$ cat src/rtl/htlm_pkg.sv
`default_nettype none
package htlm_pkg;

   // default sizes
   localparam int MAX_NODES_DEF = 1024;
   localparam int MAX_ARITY_DEF = 16;
   localparam int ID_BITS_DEF   = 16;

   // configuration port
   localparam int CSR_INDEX_BITS = 2;
   localparam int CSR_DATA_BITS  = 32;
   localparam logic [CSR_INDEX_BITS-1:0] REG_ARITY      = 2'd0;
   localparam logic [CSR_INDEX_BITS-1:0] REG_NODE_COUNT = 2'd1;
   localparam int ARITY_RESET = 2;

   // request codes
   localparam logic [1:0] OP_LOCK    = 2'd0;
   localparam logic [1:0] OP_UNLOCK  = 2'd1;
   localparam logic [1:0] OP_UPGRADE = 2'd2;

   // controller states
   typedef enum logic [4:0] {
      S_CLEAR,
      S_IDLE,
      S_DISPATCH,
      S_PATH,
      S_PATH_DIV,
      S_PATH_OK,
      S_UNL_CHK,
      S_INC,
      S_INC_DIV,
      S_INC_RD,
      S_DEC,
      S_DEC_DIV,
      S_DEC_RD,
      S_SC_SET,
      S_LEVEL,
      S_SCAN_RD,
      S_SCAN_NEXT,
      S_NX1,
      S_NX2
   } state_type;

   // datapath actions
   typedef enum logic [4:0] {
      ACT_NONE,
      ACT_LOAD,
      ACT_RD_NODE,
      ACT_DIV,
      ACT_STEP_UP,
      ACT_INC,
      ACT_DEC,
      ACT_SETLK,
      ACT_CLRV,
      ACT_MUL_NODE,
      ACT_SET_LOHI,
      ACT_MUL_LO,
      ACT_SET_LO,
      ACT_SET_HI,
      ACT_LEVEL,
      ACT_JNEXT,
      ACT_PICK_J,
      ACT_CLR
   } act_type;

   typedef struct packed {
      act_type act;
      logic    path_chk;
      logic    rel_set;
      logic    finish;
      logic    ok;
   } cmd_type;

   typedef struct packed {
      logic       range_bad;
      logic [1:0] op;
      logic       cur_zero;
      logic       div_done;
      logic       rd_valid;
      logic       owner_match;
      logic       cnt_zero;
      logic       lo_done;
      logic       j_last;
      logic       release_pass;
      logic       clr_last;
   } status_type;

endpackage
`default_nettype wire

$ cat src/rtl/htlm_ctl.sv
`default_nettype none
module htlm_ctl (
   input  wire logic             clock,
   input  wire logic             reset,
   input  wire logic             start,
   input  wire logic             cfg_wr,
   input  wire htlm_pkg::status_type st,
   output htlm_pkg::cmd_type     cmd,
   output logic                  busy
);

   htlm_pkg::state_type state_ff, state_in;

   // state register
   always_ff @(posedge clock) begin
      if (reset) begin
         state_ff <= htlm_pkg::S_CLEAR;
      end else begin
         state_ff <= state_in;
      end
   end

   // next state and commands
   always_comb begin
      state_in     = state_ff;
      cmd.act      = htlm_pkg::ACT_NONE;
      cmd.path_chk = 1'b0;
      cmd.rel_set  = 1'b0;
      cmd.finish   = 1'b0;
      cmd.ok       = 1'b0;
      unique case (state_ff)
         htlm_pkg::S_CLEAR: begin
            cmd.act = htlm_pkg::ACT_CLR;
            if (st.clr_last) state_in = htlm_pkg::S_IDLE;
         end
         htlm_pkg::S_IDLE: begin
            if (start) begin
               cmd.act  = htlm_pkg::ACT_LOAD;
               state_in = htlm_pkg::S_DISPATCH;
            end
         end
         htlm_pkg::S_DISPATCH: begin
            priority if (st.range_bad) begin
               cmd.finish = 1'b1;
               state_in   = htlm_pkg::S_IDLE;
            end else if (st.op == htlm_pkg::OP_LOCK || st.op == htlm_pkg::OP_UPGRADE) begin
               cmd.act  = htlm_pkg::ACT_RD_NODE;
               state_in = htlm_pkg::S_PATH;
            end else if (st.op == htlm_pkg::OP_UNLOCK) begin
               cmd.act  = htlm_pkg::ACT_RD_NODE;
               state_in = htlm_pkg::S_UNL_CHK;
            end else begin
               cmd.finish = 1'b1;
               state_in   = htlm_pkg::S_IDLE;
            end
         end
         // ancestor chain must be free
         htlm_pkg::S_PATH: begin
            cmd.path_chk = 1'b1;
            priority if (st.rd_valid) begin
               cmd.finish = 1'b1;
               state_in   = htlm_pkg::S_IDLE;
            end else if (st.cur_zero) begin
               state_in = htlm_pkg::S_PATH_OK;
            end else begin
               cmd.act  = htlm_pkg::ACT_DIV;
               state_in = htlm_pkg::S_PATH_DIV;
            end
         end
         htlm_pkg::S_PATH_DIV: begin
            if (st.div_done) begin
               cmd.act  = htlm_pkg::ACT_STEP_UP;
               state_in = htlm_pkg::S_PATH;
            end
         end
         htlm_pkg::S_PATH_OK: begin
            priority if (st.op == htlm_pkg::OP_LOCK && st.cnt_zero) begin
               cmd.act  = htlm_pkg::ACT_RD_NODE;
               state_in = htlm_pkg::S_INC;
            end else if (st.op == htlm_pkg::OP_UPGRADE && !st.cnt_zero) begin
               cmd.act  = htlm_pkg::ACT_MUL_NODE;
               state_in = htlm_pkg::S_SC_SET;
            end else begin
               cmd.finish = 1'b1;
               state_in   = htlm_pkg::S_IDLE;
            end
         end
         htlm_pkg::S_UNL_CHK: begin
            if (st.rd_valid && st.owner_match) begin
               cmd.act  = htlm_pkg::ACT_RD_NODE;
               state_in = htlm_pkg::S_DEC;
            end else begin
               cmd.finish = 1'b1;
               state_in   = htlm_pkg::S_IDLE;
            end
         end
         // count the new lock in every ancestor, then take the node
         htlm_pkg::S_INC: begin
            if (st.cur_zero) begin
               cmd.act    = htlm_pkg::ACT_SETLK;
               cmd.finish = 1'b1;
               cmd.ok     = 1'b1;
               state_in   = htlm_pkg::S_IDLE;
            end else begin
               cmd.act  = htlm_pkg::ACT_DIV;
               state_in = htlm_pkg::S_INC_DIV;
            end
         end
         htlm_pkg::S_INC_DIV: begin
            if (st.div_done) begin
               cmd.act  = htlm_pkg::ACT_STEP_UP;
               state_in = htlm_pkg::S_INC_RD;
            end
         end
         htlm_pkg::S_INC_RD: begin
            cmd.act  = htlm_pkg::ACT_INC;
            state_in = htlm_pkg::S_INC;
         end
         // release a lock: uncount it in the ancestors, then drop it
         htlm_pkg::S_DEC: begin
            if (st.cur_zero) begin
               cmd.act = htlm_pkg::ACT_CLRV;
               if (st.release_pass) begin
                  state_in = htlm_pkg::S_SCAN_NEXT;
               end else begin
                  cmd.finish = 1'b1;
                  cmd.ok     = 1'b1;
                  state_in   = htlm_pkg::S_IDLE;
               end
            end else begin
               cmd.act  = htlm_pkg::ACT_DIV;
               state_in = htlm_pkg::S_DEC_DIV;
            end
         end
         htlm_pkg::S_DEC_DIV: begin
            if (st.div_done) begin
               cmd.act  = htlm_pkg::ACT_STEP_UP;
               state_in = htlm_pkg::S_DEC_RD;
            end
         end
         htlm_pkg::S_DEC_RD: begin
            cmd.act  = htlm_pkg::ACT_DEC;
            state_in = htlm_pkg::S_DEC;
         end
         // descendant scan, one level range at a time
         htlm_pkg::S_SC_SET: begin
            cmd.act  = htlm_pkg::ACT_SET_LOHI;
            state_in = htlm_pkg::S_LEVEL;
         end
         htlm_pkg::S_LEVEL: begin
            priority if (!st.lo_done) begin
               cmd.act  = htlm_pkg::ACT_LEVEL;
               state_in = htlm_pkg::S_SCAN_RD;
            end else if (!st.release_pass) begin
               cmd.act     = htlm_pkg::ACT_MUL_NODE;
               cmd.rel_set = 1'b1;
               state_in    = htlm_pkg::S_SC_SET;
            end else begin
               cmd.act  = htlm_pkg::ACT_RD_NODE;
               state_in = htlm_pkg::S_INC;
            end
         end
         htlm_pkg::S_SCAN_RD: begin
            priority if (!st.rd_valid) begin
               state_in = htlm_pkg::S_SCAN_NEXT;
            end else if (st.release_pass) begin
               cmd.act  = htlm_pkg::ACT_PICK_J;
               state_in = htlm_pkg::S_DEC;
            end else if (st.owner_match) begin
               state_in = htlm_pkg::S_SCAN_NEXT;
            end else begin
               cmd.finish = 1'b1;
               state_in   = htlm_pkg::S_IDLE;
            end
         end
         htlm_pkg::S_SCAN_NEXT: begin
            if (st.j_last) begin
               cmd.act  = htlm_pkg::ACT_MUL_LO;
               state_in = htlm_pkg::S_NX1;
            end else begin
               cmd.act  = htlm_pkg::ACT_JNEXT;
               state_in = htlm_pkg::S_SCAN_RD;
            end
         end
         htlm_pkg::S_NX1: begin
            cmd.act  = htlm_pkg::ACT_SET_LO;
            state_in = htlm_pkg::S_NX2;
         end
         htlm_pkg::S_NX2: begin
            cmd.act  = htlm_pkg::ACT_SET_HI;
            state_in = htlm_pkg::S_LEVEL;
         end
         default: begin
            state_in = htlm_pkg::S_CLEAR;
         end
      endcase
      // a register write reshapes the tree and wipes every lock
      if (cfg_wr) state_in = htlm_pkg::S_CLEAR;
   end

   assign busy = state_ff != htlm_pkg::S_IDLE;

endmodule
`default_nettype wire

$ cat config.mk
export PLATFORM = sky130hd
export DESIGN_NAME = htlm_ctl
export DESIGN_NICKNAME = d
export VERILOG_FILES = /design/src/rtl/htlm_pkg.sv /design/src/rtl/htlm_ctl.sv
export SDC_FILE = /design/constraint.sdc
export NUM_CORES = 1
export LEC_CHECK = 0
export BUFFER_PORTS_ARGS = -buffer_cell sky130_fd_sc_hd__buf_2
export CAP_MARGIN = 20
export CORE_MARGIN = 3
export CORE_UTILIZATION = 40
export DETAILED_ROUTE_END_ITERATION = 8
export PLACE_DENSITY_LB_ADDON = 0.1
export SLEW_MARGIN = 20
export SYNTH_ARGS = -nofsm -noshare
export SYNTH_HDL_FRONTEND = slang
export SYNTH_SLANG_ARGS = --single-unit
export TNS_END_PERCENT = 1
$ cat constraint.sdc
create_clock -name clock -period 1.5 [get_ports clock]
set_input_delay 0.3 -clock clock [delete_from_list [all_inputs] [get_ports clock]]
set_output_delay 0.3 -clock clock [all_outputs]
set_load 0.03 [all_outputs]
==> metrics.txt <==
global-route wire length before repair=around 7600 µm; insertion delay to the later sink of the worst-skew pair=around 0.25 ns; share of layout cells above drive strength 1=between 60 and 70%; min Tclk post-route=2.07 ns; crit-path cells=buf_4, nor3_2, nand2_1, a211oi_2, nor4_4, o21ai_1, buf_4; static leakage=around 0.84 nW; most frequent cells in the layout=71 x buf_4, 16 x buf_2, 13 x nor2_1; Die Span Y=roughly 55 µm; DRC=0; RSZ-0062 raised after global routing=true; Seq cells post-synth=5; Fill cells=126; Via Count=1776; clock buffer depth=2; Slew Limit Fails=0; Power Total=roughly 0.94 mW; Clock Root Buffer=clkbuf_4; largest family of logic cells by synthesized area=simple AND/OR/NAND/NOR gates; pwr dens=474 nW/µm²; GR Util All Layers=a little under a third; Reg clk slew, reported paths=around 0.050 ns; worst vdd ir=0.655 mV; # clock sinks=5; Most flops, register=state_ff; antenna violations before repair=0; TritonCTS Buffers=3; final setup fails=14; most common cell after layout, fill and taps aside=buf_4; vias in the first global route=around 1600; Routed WL=around 5600 µm; Synth Flop Type=dfxtp_1; Hold Violations, Final=0; register area=119 µm²; I/O pin cnt=26; remaining global-route overflow=0; synth warn=0; Synth Area in Compound Gates=between 30% and 40%; post-synthesis xor/xnor area fraction=roughly 1.8%; status=finished, violations left; Wirelength per Cell=approximately 20 µm; Synth Instances=approximately 150; failing checks=negative setup slack; mux cell area share after synthesis=under 10%; Syn-to-layout area delta=102%; EDFF count, synth=0; Worst EP arrival=between 1.5 and 2 ns; Async SR Flop Fraction=0%; CP dominant cell by count=buf_4; crit-path max FO=8; fin crit share=138%; Die W=approximately 55 µm; Starting Density=between 40% and 50%; Vias/cell=between 6 and 7; H-tree depth=1; CP endpoint kind=output pin; area occupied by multi-input gates=between 1000 and 1500 µm²; CP delay by family, top=simple AND/OR/NAND/NOR gates; Worst Hold Class=in -> reg; Slew HR=71.6%; CP max-delay cell=dfxtp_4; post-detail-place hpwl=roughly 3600 µm; Placer Congestion=between 0.9 and 1; Core Rows=17; DRT antenna net count=0; WS Path Type=reg -> out; Largest regs=state_ff: 5 flops; Final nets=between 200 and 300; Post-Syn Nets=around 170; syn_area_per_cell=roughly 6.4 µm²; max cap viols=0; adder-cell share of the synthesized area=about 1.0%; Clock Skews=between 0.001 and 0.0015 ns; post-synth cell types=46; largest net degree at the start of global routing=12; register area share after synthesis=just over 10%; I/O Buffers=25; first-pass iteration count of the detailed router=6; CP max stage delay=~0.38 ns; Synth Cell Area=a little under 1000 µm²; core area=roughly 2300 µm²; Simple-Gate Fraction of Synth Area=44.3%; worst path bufs/invs=2; utilization after layout=87.1%; TritonCTS clock tree=done; final worst slack=-0.570 ns; antenna fix cells=0; max FFs per register=5; Worst Tran Pin Value=around 0.42 ns; drt first-iter violations=206; Critical Path Start Type=flop; WP data required=~1.2 ns; Die ar.=about 3100 µm²; max frequency=~480 MHz
## cell families after synthesis
family	after synthesis
AND/OR/NAND/NOR	77
AO/OA/AOI/OAI	49
buffers and inverters	17
flip-flops	5
XOR/XNOR	2
multiplexers	1
adder cells (fa/ha/maj)	1
## repair_timing
| item | in CTS | in global routing |
|---|---|---|
| buffers inserted | 6 | 8 |
| resized for setup | 44 | 26 |
| pin swaps | 8 | 15 |
| cloned | 0 | 1 |
| endpoints found under the setup margin | 15 | 14 |
| hold buffers | 0 | 0 |
## cell type report
class	count	area share, %
Timing Repair Buffer	100	39.4
Clock buffer	3	1.14
Inverter	5	0.947
Sequential cell	5	6.00
Tap cell	28	1.77
Multi-Input combinational cell	130	50.5
Clock inverter	1	0.253
## synthesized netlist by cell type, types with 2 or more instances
cell | n | area, µm²
nor2b_1 | 6 | 37.5
a32oi_1 | 2 | 17.5
nor3_1 | 4 | 20.0
o22ai_1 | 2 | 12.5
a21oi_1 | 12 | 60.1
o41ai_1 | 2 | 17.5
and3_1 | 2 | 12.5
or2_2 | 2 | 12.5
nor2_1 | 13 | 48.8
nor3b_1 | 3 | 22.5
a22oi_1 | 2 | 15.0
nand3_1 | 9 | 45.0
or4_1 | 3 | 22.5
a31oi_1 | 5 | 31.3
clkbuf_1 | 2 | 7.51
dfxtp_1 | 5 | 100
nand2b_1 | 7 | 43.8
nand3b_1 | 2 | 15.0
o31ai_1 | 3 | 22.5
o311ai_0 | 3 | 26.3
inv_1 | 5 | 18.8
buf_4 | 2 | 15.0
a211oi_1 | 2 | 15.0
nand4_1 | 2 | 12.5
nand2_1 | 12 | 45.0
buf_2 | 8 | 40.0
o21ai_0 | 8 | 40.0
nor4_1 | 6 | 37.5
## tightest hold or removal path: stages
cell and delay, ns:
buf_2 0.08, nor2_1 0.05, nand2_1 0.06, a22oi_1 0.05
## metal layers
layer  global-route usage (%)  up-vias  routed length [µm]
met3                     7.94       54                 502
met5                        0        -                   0
met2                     51.5      137                2640
met1                     35.0      816                2000
met4                     16.7        0                 412
li1                         -      769                   -
## power by group
group	internal [mW]	switching, mW	total, mW
combinational	0.289	0.329	0.618
clock	0.0971	0.0665	0.164
sequential	0.140	0.0177	0.158
total	0.526	0.414	0.940
## final timing paths
kind | start | slack (ns) | cells past startpoint | end
max | state_ff[4]$_SDFFE_PP0P_ | -0.57 | 7 | cmd[1]
min | reset | 0.35 | 4 | state_ff[0]$_SDFFE_PP0P_
max reg2reg | state_ff[2]$_SDFFE_PP0P_ | -0.35 | 6 | state_ff[2]$_SDFFE_PP0P_
min reg2reg | state_ff[0]$_SDFFE_PP0P_ | 0.64 | 3 | state_ff[0]$_SDFFE_PP0P_
## through the flow
step	instance area (µm²)	cells	setup TNS, ns	hold slack (ns)	setup WS, ns
detailed placement	1560	254	-3.84	0.614	-0.401
floorplan	1010	152	-1.93	0.479	-0.349
finish	1980	272	-5.61	0.347	-0.570
CTS	1770	264	-4.72	0.342	-0.491
global placement	1560	254	-3.51	0.606	-0.351
global route	1980	272	-6.40	0.378	-0.631
No activity file was read; power rests on OpenSTA's default activity.
